$ cat config.mk
export PLATFORM = sky130hd
export DESIGN_NAME = tlik_cordic
export DESIGN_NICKNAME = d
export VERILOG_FILES = /design/src/hw/rtl/tlik_pkg.sv /design/src/hw/rtl/tlik_cordic.sv
export SDC_FILE = /design/constraint.sdc
export NUM_CORES = 1
export LEC_CHECK = 0
export ABC_AREA = 1
export BUFFER_PORTS_ARGS = -buffer_cell sky130_fd_sc_hd__buf_2
export CELL_PAD_IN_SITES_DETAIL_PLACEMENT = 1
export CELL_PAD_IN_SITES_GLOBAL_PLACEMENT = 2
export CORE_ASPECT_RATIO = 2
export CORE_UTILIZATION = 34
export DETAILED_ROUTE_END_ITERATION = 8
export PLACE_DENSITY_LB_ADDON = 0.1
export SETUP_SLACK_MARGIN = 0.02
export SLEW_MARGIN = 10
export SYNTH_ARGS = -nofsm -noshare
export SYNTH_HDL_FRONTEND = slang
export SYNTH_SLANG_ARGS = --single-unit
$ cat constraint.sdc
create_clock -name clk -period 9 [get_ports clk]
set_input_delay 1.8 -clock clk [delete_from_list [all_inputs] [get_ports clk]]
set_output_delay 1.8 -clock clk [all_outputs]
set_load 0.01 [all_outputs]
$ cat src/hw/rtl/tlik_pkg.sv
// Shared types, constants and the arctangent table for the three link leg IK block.
// No dependencies; used by tlik_cordic, tlik_isqrt and the top level.
`timescale 1ns / 1ps
`default_nettype none
package tlik_pkg;

  localparam int CORDIC_STEPS_DEF = 16;

  localparam int LEN_W   = 14;              // link length registers
  localparam int COORD_W = 16;              // foot coordinates
  localparam int OUT_W   = 17;              // Q3.13 output angles
  localparam int ARG_W   = 34;              // CORDIC operand width
  localparam int ANG_W   = 34;              // Q2.29 angle width
  localparam int CW      = 44;              // CORDIC working width
  localparam int RAD_W   = 64;              // square root radicand
  localparam int ROOT_W  = 32;

  localparam logic signed [ANG_W-1:0] PI_Q29 = 34'sd1686629713;

  localparam logic [1:0] REG_HIP    = 2'd0;
  localparam logic [1:0] REG_THIGH  = 2'd1;
  localparam logic [1:0] REG_SHIN   = 2'd2;
  localparam logic [1:0] REG_MIRROR = 2'd3;

  // atan(2^-i) in Q2.29, rounded to nearest
  function automatic logic signed [ANG_W-1:0] atan_q29(input logic [4:0] idx);
    logic signed [ANG_W-1:0] v;
    case (idx)
      5'd0:  v = 34'sd421657428;
      5'd1:  v = 34'sd248918915;
      5'd2:  v = 34'sd131521918;
      5'd3:  v = 34'sd66762579;
      5'd4:  v = 34'sd33510843;
      5'd5:  v = 34'sd16771758;
      5'd6:  v = 34'sd8387925;
      5'd7:  v = 34'sd4194219;
      5'd8:  v = 34'sd2097141;
      5'd9:  v = 34'sd1048575;
      5'd10: v = 34'sd524288;
      5'd11: v = 34'sd262144;
      5'd12: v = 34'sd131072;
      5'd13: v = 34'sd65536;
      5'd14: v = 34'sd32768;
      5'd15: v = 34'sd16384;
      5'd16: v = 34'sd8192;
      5'd17: v = 34'sd4096;
      5'd18: v = 34'sd2048;
      5'd19: v = 34'sd1024;
      5'd20: v = 34'sd512;
      5'd21: v = 34'sd256;
      5'd22: v = 34'sd128;
      5'd23: v = 34'sd64;
      default: v = '0;
    endcase
    return v;
  endfunction

endpackage
`default_nettype wire

$ cat src/hw/rtl/tlik_cordic.sv
// Iterative vectoring CORDIC giving atan2(y, x) in Q2.29, with pre-normalization.
// Depends on tlik_pkg.
`timescale 1ns / 1ps
`default_nettype none
module tlik_cordic #(
  parameter int STEPS = tlik_pkg::CORDIC_STEPS_DEF
) (
  input  logic                              clk,
  input  logic                              rst,
  input  logic                              start,
  input  logic signed [tlik_pkg::ARG_W-1:0] y_in,
  input  logic signed [tlik_pkg::ARG_W-1:0] x_in,
  output logic                              done,
  output logic signed [tlik_pkg::ANG_W-1:0] angle
);
  import tlik_pkg::*;

  localparam int IW = (STEPS > 1) ? $clog2(STEPS) : 1;
  localparam logic [CW-1:0] NORM_LIMIT = CW'(1) << 39;
  localparam logic [CW-1:0] BYTE_LIMIT = CW'(1) << 31;

  typedef enum logic [2:0] {
    C_IDLE = 3'b001,
    C_NORM = 3'b010,
    C_ITER = 3'b100
  } cstate_t;

  cstate_t                 state;
  logic signed [CW-1:0]    xv, yv;
  logic signed [CW-1:0]    xs, ys;
  logic [CW-1:0]           ax, ay, mx;
  logic signed [CW-1:0]    dx, dy;
  logic signed [ANG_W-1:0] step_ang;
  logic [IW-1:0]           iter;

  assign xs = {{(CW-ARG_W){x_in[ARG_W-1]}}, x_in};
  assign ys = {{(CW-ARG_W){y_in[ARG_W-1]}}, y_in};
  assign ax = xv[CW-1] ? -xv : xv;
  assign ay = yv[CW-1] ? -yv : yv;
  assign mx = (ax > ay) ? ax : ay;
  assign dx = yv >>> iter;
  assign dy = xv >>> iter;
  assign step_ang = atan_q29(5'(iter));

  always_ff @(posedge clk) begin
    if (rst) begin
      state <= C_IDLE;
      done  <= 1'b0;
    end else begin
      done <= 1'b0;
      case (state)
        C_IDLE: begin
          if (start && !(x_in == '0 && y_in == '0)) state <= C_NORM;
          else if (start) done <= 1'b1;
        end
        C_NORM: begin
          if (mx >= NORM_LIMIT) state <= C_ITER;
        end
        C_ITER: begin
          if (iter == IW'(STEPS-1)) begin
            state <= C_IDLE;
            done  <= 1'b1;
          end
        end
        default: state <= C_IDLE;
      endcase
    end
  end

  always_ff @(posedge clk) begin
    case (state)
      C_IDLE: begin
        if (start) begin
          if (x_in == '0 && y_in == '0) begin
            angle <= '0;
          end else if (x_in[ARG_W-1]) begin
            angle <= y_in[ARG_W-1] ? -PI_Q29 : PI_Q29;
            xv    <= -xs;
            yv    <= -ys;
          end else begin
            angle <= '0;
            xv    <= xs;
            yv    <= ys;
          end
        end
      end
      C_NORM: begin
        iter <= '0;
        if (mx < BYTE_LIMIT) begin
          xv <= xv <<< 8;
          yv <= yv <<< 8;
        end else if (mx < NORM_LIMIT) begin
          xv <= xv <<< 1;
          yv <= yv <<< 1;
        end
      end
      C_ITER: begin
        if (!yv[CW-1]) begin
          xv    <= xv + dx;
          yv    <= yv - dy;
          angle <= angle + step_ang;
        end else begin
          xv    <= xv - dx;
          yv    <= yv + dy;
          angle <= angle - step_ang;
        end
        iter <= iter + IW'(1);
      end
      default: ;
    endcase
  end

endmodule
`default_nettype wire

==> results of run 1 <==
area by class of cell:
class	count	area (sq um)	share of cell area (%)
clock buffer	19	433	1.46
clock inverter	13	156	0.529
inverter	542	2040	6.89
multi-input combinational	3933	20300	68.6
sequential	158	4420	15.0
tap	1043	1310	4.41
timing repair buffer	150	926	3.13
flip-flops by register name (all words and copies together), names as in the netlist:
name,flops
iter,4
yv,44
angle,34
xv,44
step_ang,28
state,3
done,1
tightest hold or removal path, stage by stage, from the launching register on:
cell,delay (ns)
edfxtp_1,0.40
nand3_1,0.09
o211ai_1,0.08
per-stage QoR:
step | setup slack (ns) | hold WS [ns] | power, W | cell area (sq um)
finish | 1.53 | 0.687 | 0.0119 | 29600
global route | 1.33 | 0.742 | 0.0127 | 29600
CTS | 2.03 | 0.702 | 0.0117 | 29600
detailed placement | 2.06 | 0.690 | 0.0108 | 29000
global placement | 1.67 | 0.661 | 0.0107 | 29000
floorplan | 1.57 | 0.614 | 0.00722 | 27600
worst min path at each step:
stage	slack (ns)	startpoint	cells after the start	end
finish	0.69	xv[0]$_DFFE_PP_	2	xv[1]$_DFFE_PP_
global route	0.74	xv[0]$_DFFE_PP_	2	xv[1]$_DFFE_PP_
CTS	0.70	xv[0]$_DFFE_PP_	2	xv[1]$_DFFE_PP_
detailed placement	0.69	xv[0]$_DFFE_PP_	2	xv[1]$_DFFE_PP_
global placement	0.66	xv[0]$_DFFE_PP_	2	xv[1]$_DFFE_PP_
floorplan	0.61	xv[0]$_DFFE_PP_	2	xv[1]$_DFFE_PP_
placed cells by master, fill, tap and decap left out, types with 16 or more instances in the layout:
cell	n
nand2_1	1188
nand3_1	846
inv_1	509
nor2_1	507
a21oi_1	317
o21ai_0	296
ha_1	178
xor2_1	126
edfxtp_1	126
buf_2	105
nor3_1	61
xnor2_1	59
nand4_1	51
buf_4	40
o21ai_1	37
o211ai_1	35
or2_2	33
dfxtp_1	32
inv_2	28
a31oi_1	27
nor4_1	22
o21bai_1	17
clkbuf_16	17
a21o_1	16
cell families (layout without fill, tap and decap cells):
group | after synthesis | in the layout | share of synthesized area, %
buf+inv | 710 | 724 | 10.5
compound gates | 806 | 806 | 16.0
flops | 158 | 158 | 16.1
simple gates | 2761 | 2761 | 43.3
xor+xnor | 185 | 185 | 5.88
fa+ha+maj | 181 | 181 | 8.30
layer usage:
metal  vias up  GRT usage [%]  share of wire (%)  wire (um)
met5         -          0.182              0.016         26
met4         4           47.0                 14      22400
met3       676           6.87                4.2       6900
met2      1019           74.4                 52      85600
met1     16700           31.5                 30      48800
li1      16100              -                  -          -
power by group through the flow:
stage | clock network [W] | logic (W) | registers (W)
floorplan | 0 | 0.00584 | 0.00138
global placement | 0 | 0.00910 | 0.00160
detailed placement | 0 | 0.00920 | 0.00160
CTS | 0.000853 | 0.00925 | 0.00158
global route | 0.000860 | 0.0102 | 0.00162
finish | 0.000839 | 0.00945 | 0.00160
==> results.ini, run 1 <==
[worst_setup_path]
worst-endpoint-arrival_ns=7.76
timing.critical_path.from_type=register
path_depth=24
crit_path_top_delay_cell=buf_4
regToRegEndpoint=xv[41]$_DFFE_PP_
timing.reg2reg.setup_slack_ns=1.53
wp_data_required_ns=9.29
cp.buffers_inverters=3
critical_path.endpoint_type=register
cp-endpoint=xv[41]$_DFFE_PP_
max_stage_delay_ns=0.72
critPathLaunch=iter[1]$_DFFE_PN_
worstPathCellList=buf_4 > nand2_1 > nand3_1 > nand2_1 > o21ai_2 > ha_1 > inv_1 > nor2_1 > nand3b_1 > nor2_2 > nand3_1 > o21ai_1 > xnor2_1 > ha_1 > a21oi_1 > inv_1 > a31oi_1 > o21ai_0 > a21oi_1 > nand3_1 > nand3_1 > nand3_1 > o21ai_0 > nand2_1
critical_path.top_delay_family=simple AND/OR/NAND/NOR gates
critical-path-top-cell-by-count=nand3_1
critPathKind=reg -> reg
crit_path_max_fanout=76
worst_r2r_startpoint=iter[1]$_DFFE_PN_
reg2reg_depth=24

[synth]
netlist_instances=4801
share_of_yosys_cell_area_claimed_by_the_top_area_cell_type_pct=16.2
synth_enable_flop_cells=126
synth.yosys.warnings=0
yosysMostFrequentCell=nand2_1
netlist-cell-type-count=55
synth_flop_cell=edfxtp_1
postSynthNetCount=5053
synth_largest_area_cell=nand2_1
syn-cell-area_sq_um=27600
yosysSeqAreaShare_pct=16.1
synth_top_cells_by_area=nand2_1 (16%), nand3_1 (15%), edfxtp_1 (14%), ha_1 (8.1%), inv_1 (6.9%)
synth_seq_cells=158
synth.top_cells.by_count=nand2_1 (1189), nand3_1 (846), inv_1 (510)
synth.avg_cell_area_sq_um=5.74
async_flop_share_pct=0

[clocking]
clk_pin_slew_worst_setup_hold_paths_ns=0.08
cts-buffers-inserted=17
cts_tree=done
clock_insertion_delay_worst_skew_ns=0.54
h-tree-depth=4
clock_path_buffers=2
post-cts-setup-buffers=0
postCtsHoldBufs=0
post_cts.resized_instances=0
ctsRootBufferMaster=clkbuf_16
numClockSinks=158

[grt]
grt_max_degree=89
grt_pass1_vias=36900
gr-usage-all-layers_pct=39.6
grt_pass1_wl_mm=236
initial_antenna_violation_count=1
gr-total-overflow=0

[drt]
vias_per_cell=5.89
dr_total_vias=34500
total_wirelength_of_the_detailed_routed_design_mm=164
wire_per_inst_um=28.0
drc_errors=0
antenna_nets_post_route=0
first_iter_violations=1813
drt_first_pass_iters=7

[run_status]
status=completed

[power]
power_switching_w=0.00775
power.sequential.fraction_pct=13.5
power_leakage_nw=13.7
power.clock.fraction_pct=7.1
power_switching_share_pct=65.2
vdd_ir_drop_max_v=0.000179
p_comb_share_pct=79.5
power-per-cell-area_nw_per_um2=402
cellInternalPower_w=0.00414

[placement]
dp_hpwl_mm=135
io_buffers=105
place_congestion=1.04
place_inst=5826

[floorplan]
core_area_sq_um=80200
start_util_pct=34.4
die_x_um=203
core.rowCount=147
die_area_sq_um=82300
top_level_ports=106
die_span_y_um=405

[worst_hold_path]
worst_hold_path_type=reg -> reg

[sta]
fin_setup_tns_ns=0
timing.slew.headroom_pct=4.92
grt_setup_unrepaired=false
timing_worst_slew_pin_value_ns=1.41
drv_slew=0
achievable_freq_ghz=0.134
timing.final.hold_violations=0
fin_crit_sh_pct=83.0
finalSetupViolations=0
finalClockSkew_ns=0.0182
period_minus_slack_ns=7.47

[layout]
antenna_cells=0
final_nets=5054
utilization_pct=36.9
area_growth_synth_to_finish_pct=7.34
num-fill-cells=11100
layoutNonFillerInstCount=5858
layout-drive-gt1-share_pct=5.92

[run]
number_of_max_cap_violations=0

Note: power is estimated with default switching activity, not from simulation.
==> inputs of run 2 (changes only) <==
Clock period 9 ns to 7.35 ns, I/O delays scaled along.
==> run 2 against run 1 <==
The flow now finishes with violations (capacitance limit). Sequential power up 22%. Flip-flop and latch count did not move. Worst setup slack worse by 0.91 ns. First-iteration DRC count is 2.2% lower. Total power up 24%. Final cell count rose by 0.38%. Critical path depth up 2. Combinational power increased by 24%. Count of clock-buffer cells in the layout fell by 1. Register-to-register slack got worse by 0.91 ns. Core utilization rose by 0.28 points. Critical endpoint is now yv[42]$_DFFE_PP_. Largest power group unchanged. Highest routed layer unchanged.
==> results.ini, run 2 (same netlist as run 1, synthesis figures left out) <==
[power]
power_switching_w=0.00959  ; +24%
vdd_ir_drop_max_v=0.000251  ; +41%
power_switching_share_pct=65.1  ; about the same
power.total_w=0.0147  ; +24%
power-per-cell-area_nw_per_um2=494  ; +23%
power.clock.fraction_pct=7.1  ; about the same
power.sequential.fraction_pct=13.3  ; -0.2 points
p_comb_share_pct=79.6  ; about the same
power_leakage_nw=13.8  ; +1.0%
cellInternalPower_w=0.00514  ; +24%

[grt]
grt_pass1_vias=37500  ; +1.7%
grt_max_degree=142  ; +60%
initial_antenna_violation_count=3  ; +2
gr-usage-all-layers_pct=40.9  ; +1.2 points
grt_pass1_wl_mm=241  ; +2.3%
gr-total-overflow=0  ; unchanged

[worst_setup_path]
reg2reg_depth=26  ; +8.3%
cp.buffers_inverters=4  ; +1
max_stage_delay_ns=0.57  ; -0.15 ns
crit_path_max_fanout=31  ; -59%
critical_path.top_delay_family=simple AND/OR/NAND/NOR gates
worst-endpoint-arrival_ns=7.03  ; -0.73 ns
path_depth=26  ; +8.3%
critical_path.endpoint_type=register
critPathKind=reg -> reg
critical-path-top-cell-by-count=nand3_1
timing.critical_path.from_type=register
wp_data_required_ns=7.65  ; -1.64 ns
crit_path_top_delay_cell=nor3_1

[placement]
dp_hpwl_mm=140  ; +3.6%
place_congestion=1.06  ; +2.0%
io_buffers=105  ; unchanged

[drt]
drc_errors=0  ; unchanged
wire_per_inst_um=28.6  ; +2.2%
antenna_nets_post_route=0  ; unchanged
total_wirelength_of_the_detailed_routed_design_mm=168  ; +2.6%
drt_first_pass_iters=5  ; -2
dr_total_vias=34800  ; +0.75%
vias_per_cell=5.91  ; +0.37%
first_iter_violations=1774  ; -2.2%

[layout]
area_growth_synth_to_finish_pct=8.15
largest_registers=xv x44, yv x44, angle x34
mostFrequentLayoutCell=nand2_1
final_nets=5075  ; +0.42%
mostFrequentLayoutCells=nand2_1 (1188), nand3_1 (846), inv_1 (509)
layout-drive-gt1-share_pct=6.43  ; +0.51 points

[sta]
achievable_freq_ghz=0.148  ; +11%
drv_slew=0  ; unchanged
timing.slew.headroom_pct=1.20  ; -3.7 points
timing_worst_slew_pin_value_ns=1.47  ; +0.0533 ns
finalSetupViolations=0  ; unchanged
timing.final.hold_violations=0  ; unchanged
period_minus_slack_ns=6.74  ; -0.738 ns
finalClockSkew_ns=0.0158  ; -0.00234 ns
grt_setup_unrepaired=false
fin_setup_tns_ns=0  ; unchanged
fin_crit_sh_pct=91.6  ; +8.6 points

[clocking]
clk_pin_slew_worst_setup_hold_paths_ns=0.08  ; about the same
postCtsHoldBufs=0  ; unchanged
h-tree-depth=4  ; unchanged
cts_tree=done
clock_path_buffers=2  ; unchanged
cts-buffers-inserted=17  ; unchanged
ctsRootBufferMaster=clkbuf_16
numClockSinks=158  ; unchanged
clock_insertion_delay_worst_skew_ns=0.55  ; about the same

[floorplan]
core_area_sq_um=80200  ; unchanged
die_x_um=203  ; unchanged
die_span_y_um=405  ; unchanged
die_area_sq_um=82300  ; unchanged
core.rowCount=147  ; unchanged
start_util_pct=34.4  ; unchanged
top_level_ports=106  ; unchanged

[run_status]
failed_checks=capacitance limit
status=finished, violations left

[worst_hold_path]
worst_hold_path_type=reg -> reg
worst_hold_path.num_cells=2  ; unchanged

[run]
number_of_max_cap_violations=1  ; +1

==> run 2: cell count changes in the layout (fill, tap and decap cells not counted), sizes merged <==
cell	change
inv	+4
buf	+21
bufinv	-1
clkbuf	-1
diode	+1
clkinvlp	-2
==> run 2: what timing repair did <==
action	in CTS	in global routing
gates resized for setup	0	6
endpoints found under the setup margin	0	5
buffers inserted	0	0
==> run 2: path summary, 6_finish.rpt <==
check	slack, ns	start	to
worst max-delay path	0.61	iter[1]$_DFFE_PN_	yv[42]$_DFFE_PP_
worst min-delay path	0.68	xv[0]$_DFFE_PP_	xv[1]$_DFFE_PP_
worst max register to register	0.61	iter[1]$_DFFE_PN_	yv[42]$_DFFE_PP_
worst min register to register	0.68	xv[0]$_DFFE_PP_	xv[1]$_DFFE_PP_
==> run 2: worst register-to-register path, cell delays in order (launching register included) <==
cell      delay (ns)
edfxtp_1        0.42
inv_2           0.47
buf_4           0.43
nand3_1         0.17
nand3_1         0.17
nand3_1         0.18
nand2_1         0.19
nand2_1         0.14
nor2_1          0.22
nand2_1         0.09
nor3_1          0.57
nand3_1         0.20
nand2_1         0.13
xnor2_1         0.16
inv_1           0.07
ha_1            0.35
nand2_1         0.13
nor2_1          0.21
inv_1           0.15
nor4_2          0.56
o21ai_0         0.53
nand3_1         0.49
nand2_1         0.10
nand3_1         0.10
a21oi_1         0.07
o21ai_0         0.12
nand3_1         0.09
==> run 2: through the flow <==
step                utilization, %  cell area (sq um)  setup slack (ns)  std cells  hold WS, ns
global route                  37.2              29800             0.197       5879        0.750
finish                        37.2              29800             0.615       5880        0.678
floorplan                        -              27600              1.43       4801        0.614
global placement              36.4              29200             0.352       5846        0.648
detailed placement            36.4              29200             0.356       5847        0.659
CTS                           37.1              29800             0.339       5879        0.678
==> run 2: cell type report <==
cell class                      instances  area, sq um
Timing Repair Buffer                  171         1110
Inverter                              542         2040
Antenna cell                            1         2.50
Multi-Input combinational cell       3933        20300
Tap cell                             1043         1310
Fill cell                           11200        50400
Clock buffer                           18          450
Sequential cell                       158         4420
Clock inverter                         14          161
==> run 2: power by group through the flow <==
stage | Combinational, W | Sequential [W] | Clock [W]
after floorplan | 0.00716 | 0.00168 | 0
after global placement | 0.0113 | 0.00195 | 0
after detailed placement | 0.0114 | 0.00195 | 0
after CTS | 0.0115 | 0.00193 | 0.00106
after global routing | 0.0126 | 0.00197 | 0.00108
final | 0.0117 | 0.00196 | 0.00105
==> run 2: layer usage <==
layer,GRT usage (%),share of wire [%],vias to the layer above
li1,-,-,16200
met1,31.4,29,16700
met2,77.3,53,1118
met3,7.14,4.1,745
met4,49.9,15,6
met5,0,0.023,-
